==> src/sv/polygon_point_inside_parity_macros.svh <==
// Assertion helpers used by the datapath.
`ifndef POLYGON_POINT_INSIDE_PARITY_MACROS_SVH
`define POLYGON_POINT_INSIDE_PARITY_MACROS_SVH
`ifndef NO_ASSERTIONS
// Condition must hold at every clock edge out of reset.
`define PPIP_ASSERT_ALWAYS(label, clk, rst_n, cond) \
	label: assert property (@(posedge clk) disable iff (!rst_n) (cond)) \
		else $error("assertion failed");
// Consequent must hold in the same cycle as the antecedent.
`define PPIP_ASSERT_IMPLIES(label, clk, rst_n, ante, cons) \
	label: assert property (@(posedge clk) disable iff (!rst_n) (ante) |-> (cons)) \
		else $error("assertion failed");
`else
`define PPIP_ASSERT_ALWAYS(label, clk, rst_n, cond)
`define PPIP_ASSERT_IMPLIES(label, clk, rst_n, ante, cons)
`endif
`endif

==> src/sv/ppip_pkg.sv <==
`default_nettype none
package ppip_pkg;

	// Sizing of the edge store and the coordinate arithmetic
	localparam int MAX_EDGES  = 128;
	localparam int COORD_BITS = 12;
	localparam int ADDR_W     = $clog2(MAX_EDGES);
	localparam int CNT_W      = $clog2(MAX_EDGES + 1);
	localparam int DIFF_W     = COORD_BITS + 1;
	localparam int PROD_W     = 2 * DIFF_W;
	localparam int ORI_W      = PROD_W + 1;

	// Fixed port widths
	localparam int OP_W    = 2;
	localparam int IN_W    = 12;
	localparam int STAT_W  = 2;
	localparam int CROSS_W = 8;

	typedef enum logic [OP_W-1:0] {
		OP_CLEAR  = 2'd0,
		OP_APPEND = 2'd1,
		OP_QUERY  = 2'd2
	} op_t;

	typedef enum logic [STAT_W-1:0] {
		ST_OK    = 2'd0,
		ST_FULL  = 2'd1,
		ST_QUERY = 2'd2
	} status_t;

	typedef enum logic [2:0] {
		S_IDLE,
		S_EXEC,
		S_WALK,
		S_DRAIN,
		S_RESP
	} state_t;

	typedef logic [COORD_BITS-1:0] coord_t;
	typedef logic signed [DIFF_W-1:0] diff_t;
	typedef logic signed [PROD_W-1:0] prod_t;
	typedef logic signed [ORI_W-1:0] ori_t;

	typedef struct packed {
		coord_t x0;
		coord_t y0;
		coord_t x1;
		coord_t y1;
	} edge_t;

	// Controller to datapath
	typedef struct packed {
		logic load_item;
		logic exec;
		logic rd_en;
		logic out_load;
	} dp_cmd_t;

	// Datapath to controller
	typedef struct packed {
		logic is_query;
		logic count_zero;
		logic walk_last;
		logic pipe_busy;
		logic out_free;
	} dp_stat_t;

endpackage
`default_nettype wire

==> src/sv/ppip_ctrl.sv <==
`default_nettype none
module ppip_ctrl (
	input  logic               clk,
	input  logic               arst_n,
	input  logic               in_valid,
	output logic               in_stall,
	input  ppip_pkg::dp_stat_t stat,
	output ppip_pkg::dp_cmd_t  cmd
);
	import ppip_pkg::*;

	state_t state_q, state_d;
	logic   in_acc;

	assign in_acc = in_valid && !in_stall;

	// Hold the state register
	always_ff @(posedge clk or negedge arst_n) begin
		if (!arst_n)
			state_q <= S_IDLE;
		else
			state_q <= state_d;
	end

	// Next state
	always_comb begin
		state_d = state_q;
		case (state_q)
			S_IDLE:  if (in_acc) state_d = S_EXEC;
			S_EXEC: begin
				if (stat.is_query && !stat.count_zero)
					state_d = S_WALK;
				else
					state_d = S_RESP;
			end
			S_WALK:  if (stat.walk_last) state_d = S_DRAIN;
			S_DRAIN: if (!stat.pipe_busy) state_d = S_RESP;
			S_RESP:  if (stat.out_free) state_d = S_IDLE;
			default: state_d = S_IDLE;
		endcase
	end

	// Commands to the datapath
	always_comb begin
		in_stall      = 1'b1;
		cmd.load_item = 1'b0;
		cmd.exec      = 1'b0;
		cmd.rd_en     = 1'b0;
		cmd.out_load  = 1'b0;
		case (state_q)
			S_IDLE: begin
				in_stall      = 1'b0;
				cmd.load_item = in_valid;
			end
			S_EXEC:  cmd.exec = 1'b1;
			S_WALK:  cmd.rd_en = 1'b1;
			S_DRAIN: cmd.rd_en = 1'b0;
			S_RESP:  cmd.out_load = stat.out_free;
			default: in_stall = 1'b1;
		endcase
	end

endmodule
`default_nettype wire

==> config.mk <==
export PLATFORM = sky130hd
export DESIGN_NAME = ppip_ctrl
export DESIGN_NICKNAME = d
export VERILOG_FILES = /design/src/sv/polygon_point_inside_parity_macros.svh /design/src/sv/ppip_pkg.sv /design/src/sv/ppip_ctrl.sv
export SDC_FILE = /design/constraint.sdc
export NUM_CORES = 1
export LEC_CHECK = 0
export BUFFER_PORTS_ARGS = -buffer_cell sky130_fd_sc_hd__buf_2
export CAP_MARGIN = 10
export CORE_AREA = 2 2 39 41
export CTS_CLUSTER_SIZE = 20
export DETAILED_ROUTE_END_ITERATION = 6
export DIE_AREA = 0 0 41 43
export GPL_ROUTABILITY_DRIVEN = 0
export PLACE_DENSITY = 0.42
export RECOVER_POWER = 50
export SLEW_MARGIN = 0
export SYNTH_ARGS = -nofsm -noshare
export SYNTH_HDL_FRONTEND = slang
export SYNTH_SLANG_ARGS = --single-unit
==> constraint.sdc <==
create_clock -name clk -period 3.64 [get_ports clk]
set_clock_uncertainty 0.15 [all_clocks]
set_input_delay 0.546 -clock clk [delete_from_list [all_inputs] [get_ports clk]]
set_output_delay 0.546 -clock clk [all_outputs]
set_load 0.01 [all_outputs]
## Word-level counts from Yosys, hierarchy flattened

Index checks and enable logic that the tools add are counted.

| storage, ports and cells | value |
|---|---|
| output and inout port bits | 5 |
| register bits | 3 |
| input port bits | 8 |
| logic and storage cells | 25 |

| operators by class | value |
|---|---|
| multiplexer cells | 11 |
| reductions and logical operators | 5 |
| eq/ne operators | 8 |

Operators by type and width:

| cell | count |
|---|---|
| 3-bit two-way mux | 5 |
| 3-bit one-hot mux with 5 select lines | 1 |
| 2-bit inequality test, second input constant | 4 |
| 3-bit by 2-bit equality test with 1-bit output, second input constant | 2 |
| 1-bit two-way mux | 5 |
| 4-bit AND reduction | 1 |
| 3-bit by 1-bit equality test with 1-bit output, second input constant | 1 |
| 3-bit equality test, second input constant | 1 |
| 3-bit logical NOT | 1 |
| 1-bit logical AND | 2 |
| 1-bit logical NOT | 1 |

## Logic depth before layout (Yosys ltp)

Gate-level depths: netlist of the first run.

| depth | value |
|---|---|
| word-level depth | 4 |
| gate-level depth with buffers | 4 |
| gate-level depth less buffers | 3 |

## Worst setup path after synthesis of the first run

OpenSTA, ideal clock, no wires.

| path | value |
|---|---|
| path kind | reg-to-output |
| from | register state_q[1] |
| to | output cmd[3] in the netlist's numbering |
| setup slack | 1.833 ns |
| required time | 2.944 ns |
| path buffers | 2 |
| arrival time | 1.111 ns |
| stages on the path, launching flop included | 5 |
| cells stage by stage | dfrtp_1 buf_2 or3_1 nor2_1 buf_4 |

RTL lines:

| what | RTL line | RTL |
|---|---|---|
| start, declared | ppip_ctrl.sv:12 | `state_t state_q, state_d;` |
| start signal, assigned | ppip_ctrl.sv:22 | `state_q <= state_d;` |
| end, declared | ppip_ctrl.sv:8 | `output ppip_pkg::dp_cmd_t cmd` |

==> impl_metrics.toml, run 1 <==
[setup_path]
r2r-end = "state_q[1]"
critical-path-max-stage-delay_ns = 0.46
critPathMaxFanout = 10
end_kind = "output pin"
path_cells = "or3_1 -> nor2_1 -> buf_2"
worst_r2r_path_depth = 3
worst-path-buf-inv = 1
critPathArrivalTime_ns = 1.31
crit_required_ns = 2.94
critical_path_class = "register to output pin"
crit_slowest_cell = "dfrtp_1"
r2r_slack_ns = 2.43
cp_top_family = "simple AND/OR/NAND/NOR gates"
worst_setup_path_start_kind = "register"
r2r_start = "state_q[0]"

[sta]
setup_viol_count_final = 0
max_slew_margin = 0.821
max_freq_mhz = 500
finalCriticalPeriod_ns = 2.00
rsz0062_at_grt = "no"
report.final.hold_viol_count = 0
tightestPinTransition_ns = 0.269
slew_viol_final = 0
finalCritPeriodShare = 0.550
setup_tns_ns = 0
layout_setup_ws_ns = 1.64

[die]
start_util = 0.142
core_sq_um = 1380
num_rows = 14
die_w_microns = 41
die-area_sq_um = 1760
ios = 13
die_y_microns = 43

[finish]
reg.largest.list = "state_q x3"
final_nets = 49
synthToLayoutAreaGrowth_pct = 52.2
fillerInstances = 163
regMostFlops = "state_q"
final_common_cell = "buf_2"
fin_cells = 56
num_antenna_cells = 0
largest_reg_flops = 3
drive_gt1_frac = 0.375
layout.cells.most_common_list = "buf_2, nor2_1, nand2_1, clkbuf_4, dfrtp_1"

[min_path]
hold_path.class = "input port to register"
min_from = "stat[0]"
hold_end = "state_q[2]"
hold_depth = 2

[pwr]
p_sw_frac = 0.406
pwr-share-seq = 0.327
irDropWorstVdd_mv = 0.169
leakagePower_nw = 0.158
pwr-share-comb = 0.418
p_int_mw = 0.138
p_sw_mw = 0.0945
p_clk_frac = 0.255
power_density_nw_per_um2 = 778

[placed_design]
dp_slack_ns = 1.88
hpwl_microns = 369
placed_cells = 51
numPortBuffers = 12

[routing]
drt-vias-per-instance = 3.86
drc_errors = 0
top_layer_used = "met3"
met1_length_microns = 228
first_pass_iters = 1
vias = 216
met3WireLength_microns = 39
wl_per_cell_microns = 9.23
postRouteAntennaNets = 0
first_iter_violations = 0
routed_wl_microns = 517
wl_met2_microns = 250

[synth]
ys_types = 17
yosysSeqAreaShare = 0.382
synth_cells = 25
syn-cell-area_sq_um = 196
yosysTopAreaCell = "dfrtp_1"
synth_nets = 33
ys_warn_count = 0
netlist_top_cells_area = "dfrtp_1, or3_1, nand2_1, nor2_1, o211a_1"
yosysTopAreaCellShare = 0.382
synth-seq-cells = 3
avgSynthCellArea_sq_um = 7.86

[global_routing]
grt_overflow = 0
grt_max_degree = 11
grtUsageTotal = 0.0754
antenna_found_initial = 0
grt_pass1_wl_microns = 779
grt_pass1_vias = 176

[outcome]
outcome = "complete, no violations"

[clock_network]
postCtsSetupBuffers = 0
cts-root-buf = "clkbuf_4"
h-tree-depth = 1
cts_tree = "built"
cts_buffer_depth = 2
clkSinkCount = 3
clkSlewWorstSetupHoldPaths_ns = 0.04
cts_buffers = 3
insertion_delay_ns = 0.23

[run]
cap_violations = 0
power by group through the flow:
stage	combinational (mW)	clock, mW	sequential, mW
finish	0.0973	0.0595	0.0760
CTS	0.0997	0.0630	0.0767
detailed placement	0.0975	0	0.0761
floorplan	0.0836	0	0.0602
global placement	0.0974	0	0.0757
global route	0.110	0.0676	0.0805
through the flow:
step | power, mW | util | hold slack (ns) | instance area (sq um)
after floorplan | 0.144 | - | 0.100 | 196
after global routing | 0.258 | 0.216 | 0.370 | 299
final | 0.233 | 0.216 | 0.376 | 299
after CTS | 0.239 | 0.217 | 0.377 | 300
after detailed placement | 0.174 | 0.191 | 0.196 | 264
after global placement | 0.173 | 0.191 | 0.199 | 264
Yosys cell counts:
master    n
o211a_1   1
buf_2     1
inv_1     1
or2b_1    1
nor2_1    3
inv_2     1
buf_4     1
o22ai_1   1
nand2b_1  1
and3_1    1
dfrtp_1   3
nor3b_1   1
nand2_1   3
o21ai_0   2
a21oi_1   1
or3_1     2
a211oi_1  1
kinds of logic (layout without fill, tap and decap cells):
group,count (synthesis),count (layout),share of synthesized area
AOI/OAI and AO/OA,6,6,0.197
buffers and inverters,4,19,0.102
DFF,3,3,0.382
and+or+nand+nor,12,12,0.319
what timing repair did:
action                                  CTS  global route
hold buffers                              1             0
endpoints found under the setup margin    0             0
resized for setup                         0             0
endpoints found under the hold margin     3             0
worst max-delay path by stage:
stage / startpoint / endpoint / slack [ns] / depth (start not counted)
6_report: state_q[1] / cmd[3] / 1.64 / 3
5_1_grt: state_q[1] / cmd[3] / 1.55 / 3
4_1_cts: state_q[1] / cmd[3] / 1.62 / 3
3_5_place_dp: state_q[1] / cmd[3] / 1.88 / 3
3_3_place_gp: state_q[1] / cmd[3] / 1.89 / 3
2_1_floorplan: state_q[1] / cmd[3] / 1.83 / 4
worst reg2reg max path, delay by kind of cell, from the launching register on:
family          cells  cell delay (ns)
compound gates      1             0.14
simple gates        1             0.36
flops               1             0.42
buf+inv             1             0.06
final cells by class:
type | count | area [sq um] | share of cell area
multi-input cells | 18 | 101 | 0.339
inverters | 2 | 7.51 | 0.0251
clock buffers | 4 | 26.3 | 0.0879
repair buffers | 13 | 68.8 | 0.230
well taps | 16 | 20.0 | 0.0669
flip-flops and latches | 3 | 75.1 | 0.251
layer usage:
| metal | global-route usage | vias to the layer above |
|---|---|---|
| li1 | - | 114 |
| met1 | 0.0968 | 93 |
| met2 | 0.0750 | 9 |
| met3 | 0.0785 | 0 |
| met4 | 0.0400 | 0 |
| met5 | 0 | - |
No activity file was read; power rests on OpenSTA's default activity.
==> run 2, diff against run 1 <==
--- a/config.mk
+++ b/config.mk
@@ -12,7 +12,7 @@
 export DETAILED_ROUTE_END_ITERATION = 6
 export DIE_AREA = 0 0 41 43
 export GPL_ROUTABILITY_DRIVEN = 0
-export PLACE_DENSITY = 0.42
+export PLACE_DENSITY = 0.43
 export RECOVER_POWER = 50
 export SLEW_MARGIN = 0
 export SYNTH_ARGS = -nofsm -noshare
==> constraint.sdc (replaced) <==
create_clock -name clk -period 1.7 [get_ports clk]
set_clock_uncertainty 0.15 [all_clocks]
set_input_delay 0.255 -clock clk [delete_from_list [all_inputs] [get_ports clk]]
set_output_delay 0.255 -clock clk [all_outputs]
set_load 0.01 [all_outputs]
==> run 2 against run 1 <==
Effect of this change:
- power grew 140%
- sequential power increased by 96%
- critical path depth is the same
- clock power up 120%
- final area grew 9.6%
- first-iteration DRC count increased by 1
- setup slack got worse by 1.6 ns
- final cell count rose by 5.4%
- highest routed layer unchanged
==> impl_metrics.toml, run 2 (synthesis gave the netlist of run 1 again) <==
[outcome]
outcome = "complete, no violations"

[die]
num_rows = 14
die-area_sq_um = 1760
die_w_microns = 41
die_y_microns = 43
ios = 13
start_util = 0.142
core_sq_um = 1380

[finish]
synthToLayoutAreaGrowth_pct = 66.9
largest_reg_flops = 3
regMostFlops = "state_q"
layout.cells.most_common_list = "buf_2, nand2_1, clkbuf_4, clkbuf_1"
drive_gt1_frac = 0.488
utilization = 0.237
final_nets = 52
num_antenna_cells = 0
reg.largest.list = "state_q x3"
final_common_cell = "buf_2"

[placed_design]
hpwl_microns = 384
numPortBuffers = 12

[setup_path]
path_cells = "or3_4 -> nor2_2 -> buf_2"
critical-path-max-stage-delay_ns = 0.42
end_kind = "output pin"
critPathArrivalTime_ns = 1.25
worst-path-buf-inv = 1
critPathMaxFanout = 5
worst_setup_path_start_kind = "register"
crit_required_ns = 1.29
critical_path_class = "register to output pin"
cp_top_family = "simple AND/OR/NAND/NOR gates"
crit_slowest_cell = "dfrtp_2"

[routing]
vias = 223
routed_wl_microns = 522
drc_errors = 0
postRouteAntennaNets = 0
wl_per_cell_microns = 8.85
first_pass_iters = 2
drt-vias-per-instance = 3.78
first_iter_violations = 1

[sta]
finalCritPeriodShare = 0.972
report.final.hold_viol_count = 0
setup_tns_ns = 0
slew_viol_final = 0
tightestPinTransition_ns = 0.216
setup_viol_count_final = 0
max_slew_margin = 0.856
whs_ns = 0.0692
finalCriticalPeriod_ns = 1.65
max_freq_mhz = 605

[clock_network]
cts_tree = "built"
clkSlewWorstSetupHoldPaths_ns = 0.04
h-tree-depth = 1
cts_buffers = 3
clkSinkCount = 3
cts-root-buf = "clkbuf_4"
cts_buffer_depth = 2
insertion_delay_ns = 0.24

[global_routing]
grt_use_met3 = 0.0785
grt_overflow = 0
busiest_layer = "met1"
grt_max_degree = 8
use_met2 = 0.0625
grt_pass1_vias = 172
grt_pass1_wl_microns = 717
grtUsageTotal = 0.0704
antenna_found_initial = 0
met1_usage = 0.0841

[run]
cap_violations = 0

[pwr]
leakagePower_nw = 0.167
power_density_nw_per_um2 = 1720
irDropWorstVdd_mv = 0.436
p_total_mw = 0.563

[min_path]
hold_path.class = "input port to register"
[run 2: layout make-up]
cell class,instances,area (sq um)
multi-input cells,18,109
inverters,2,7.51
well taps,16,20.0
clock buffers,4,26.3
repair buffers,16,87.6
flip-flops and latches,3,77.6
fillers,157,1060
[run 2: per-stage QoR]
stage | instance area [sq um] | std cells | worst slack (ns)
CTS | 308 | 57 | 0.000536
global route | 328 | 59 | -0.00727
finish | 328 | 59 | 0.0481
global placement | 272 | 52 | 0.276
detailed placement | 272 | 52 | 0.266
floorplan | 196 | 25 | 0.184
[run 2: worst paths after layout]
check | depth (start not counted) | slack [ns] | start | end
setup / recovery | 3 | 0.05 | state_q[0] | cmd[3]
hold / removal | 2 | 0.07 | stat[0] | state_q[2]
setup reg to reg | 4 | 0.43 | state_q[0] | state_q[1]
hold reg to reg | 1 | 0.40 | state_q[2] | state_q[1]
max in group asynchronous | 2 | 1.02 | arst_n | state_q[0]
min in group asynchronous | 2 | 0.21 | arst_n | state_q[2]
[run 2: routing by layer]
layer	share of wire	wire, microns	up-vias
met5	0	0	-
met4	0	0	0
met3	0.11	55	0
met2	0.43	227	9
met1	0.46	238	93
li1	-	-	121
[run 2: repair_timing]
action	4_1_cts	5_1_grt
setup endpoints to repair	0	2
resized for setup	0	4
hold endpoints to repair	3	0
hold buffers	1	0
setup buffers	0	2
[run 2: worst register-to-register path, cell delays in order, from the launching register on]
cell and delay [ns]:
dfrtp_2 0.38, buf_4 0.13, inv_2 0.04, or3_1 0.36
a21oi_1 0.14
[run 2: power by group]
part	internal, mW	leakage, nW	switching, mW
Clock	0.0881	0.0150	0.0395
Combinational	0.151	0.116	0.136
Sequential	0.108	0.0361	0.0410
==> run 3, diff against run 2 <==
--- a/config.mk
+++ b/config.mk
@@ -5,14 +5,14 @@
 export SDC_FILE = /design/constraint.sdc
 export NUM_CORES = 1
 export LEC_CHECK = 0
-export BUFFER_PORTS_ARGS = -buffer_cell sky130_fd_sc_hd__buf_2
-export CAP_MARGIN = 10
+export CAP_MARGIN = 20
 export CORE_AREA = 2 2 39 41
 export CTS_CLUSTER_SIZE = 20
 export DETAILED_ROUTE_END_ITERATION = 6
 export DIE_AREA = 0 0 41 43
+export DONT_BUFFER_PORTS = 1
 export GPL_ROUTABILITY_DRIVEN = 0
-export PLACE_DENSITY = 0.43
+export PLACE_DENSITY = 0.34
 export RECOVER_POWER = 50
 export SLEW_MARGIN = 0
 export SYNTH_ARGS = -nofsm -noshare
==> run 3 against run 2 <==
Effect of this change:
- core utilization shrank 4.4 points
- maximum frequency is 1.2% higher
- critical path depth is 1 lower
- clock-buffer cell count stayed put
- via count fell by 14%
- non-clock buffer count decreased by 13
- first-iteration DRC count stayed put
- die area is the same
- final area down 19%
- sequential cell count is the same
- setup slack better by 0.020 ns
- final cell count decreased by 22%
- critical endpoint unchanged
- largest cell class unchanged
- highest routed layer unchanged
==> impl_metrics.toml, run 3 (synthesis gave the netlist of run 1 again) <==
[setup_path]
critPathArrivalTime_ns = 1.23
worst_setup_path_start_kind = "register"
path_cells = "or3_4 -> nor2_2"
crit_slowest_cell = "dfrtp_2"
cp_top_family = "simple AND/OR/NAND/NOR gates"
critPathMaxFanout = 6
worst-path-buf-inv = 0
critical_path_class = "register to output pin"
critical-path-max-stage-delay_ns = 0.43
r2r_slack_ns = 0.44
crit_required_ns = 1.29
end_kind = "output pin"

[sta]
setup_tns_ns = 0
tightestPinTransition_ns = 0.391
rsz0062_at_grt = "no"
report.final.hold_viol_count = 0
max_slew_margin = 0.739
finalCritPeriodShare = 0.960
layout_setup_ws_ns = 0.0677
finalCriticalPeriod_ns = 1.63
setup_viol_count_final = 0
max_freq_mhz = 613
slew_viol_final = 0

[pwr]
pwr-share-seq = 0.300
p_clk_frac = 0.249
pwr-share-comb = 0.451
power_density_nw_per_um2 = 1830
leakagePower_nw = 0.118
p_sw_frac = 0.402
p_sw_mw = 0.196
irDropWorstVdd_mv = 0.424
p_int_mw = 0.292

[finish]
num_antenna_cells = 0
reg.largest.list = "state_q x3"
final_nets = 39
largest_reg_flops = 3
synthToLayoutAreaGrowth_pct = 35.7
fillerInstances = 163
drive_gt1_frac = 0.267
layout.cells.most_common_list = "nand2_1, clkbuf_4"
post-route-cell-area_sq_um = 267
regMostFlops = "state_q"
multi_input_area_sq_um = 109
register_area_sq_um = 76.3
fin_cells = 46

[clock_network]
cts-root-buf = "clkbuf_4"
cts_buffers = 3
h-tree-depth = 1
cts_buffer_depth = 2
insertion_delay_ns = 0.23
clkSinkCount = 3
cts_tree = "built"
clkSlewWorstSetupHoldPaths_ns = 0.04

[die]
ios = 13
num_rows = 14
core_sq_um = 1380
die-area_sq_um = 1760
start_util = 0.142
die_y_microns = 43
die_w_microns = 41

[global_routing]
antenna_found_initial = 0
grt_overflow = 0
grt_pass1_wl_microns = 772
grtUsageTotal = 0.0715
grt_max_degree = 10
grt_pass1_vias = 210

[routing]
wl_per_cell_microns = 10.2
postRouteAntennaNets = 0
routed_wl_microns = 467
first_pass_iters = 2
drc_errors = 0
drt-vias-per-instance = 4.17
vias = 192
first_iter_violations = 1

[placed_design]
hpwl_microns = 362
placed_area_sq_um = 211
placed_cells = 40
numPortBuffers = 0
dp_slack_ns = 0.214

[outcome]
outcome = "complete, no violations"

[min_path]
hold_path.class = "input port to register"

[run]
cap_violations = 0
## run 3: cell types whose count changed in the layout (fill, tap and decap cells not counted), sizes merged
cell,previous run,this run
dlygate4sd3,1,2
buf,13,1
clkbuf,6,4
## run 3: metal layers
layer	share of wire	track usage
met1	0.45	0.0714
met5	0	0
met3	0.064	0.0576
met4	0	0.0800
met2	0.48	0.0813
## run 3: worst register-to-register path, stage by stage (launching register included)
cell and delay, ns:
dfrtp_1 0.37, buf_4 0.16, or3_1 0.34, a21oi_1 0.16
## run 3: worst paths after layout
check | endpoint | cells after the start | start
min in group asynchronous | state_q[1] | 1 | arst_n
min | state_q[0] | 2 | stat[1]
max reg2reg | state_q[1] | 3 | state_q[1]
min reg2reg | state_q[0] | 1 | state_q[0]
max | cmd[3] | 2 | state_q[0]
max in group asynchronous | state_q[0] | 1 | arst_n
## run 3: repair_timing
action,in CTS,in global routing
endpoints found under the setup margin,1,1
buffers inserted,0,0
hold endpoints to repair,4,0
hold buffers,2,0
resized for setup,1,2
## run 3: power groups by stage
| stage | Sequential (mW) | Clock (mW) | Combinational [mW] |
|---|---|---|---|
| after floorplan | 0.129 | 0 | 0.179 |
| after global placement | 0.140 | 0 | 0.206 |
| after detailed placement | 0.142 | 0 | 0.197 |
| after CTS | 0.141 | 0.127 | 0.208 |
| after global routing | 0.155 | 0.137 | 0.247 |
| final | 0.146 | 0.121 | 0.220 |
## run 3: cell type report
| cell class | instances | area share |
|---|---|---|
| clock buffer | 4 | 0.0986 |
| inverter | 2 | 0.0282 |
| multi-input combinational | 18 | 0.408 |
| sequential | 3 | 0.286 |
| tap | 16 | 0.0751 |
| timing repair buffer | 3 | 0.103 |
## run 3: metrics by stage
step	utilization	hold slack (ns)	power, mW
final	0.193	0.0395	0.488
after global routing	0.193	0.0286	0.538
after global placement	0.153	-0.191	0.346
after CTS	0.188	0.0368	0.476
after detailed placement	0.153	-0.191	0.339
after floorplan	-	-0.191	0.308
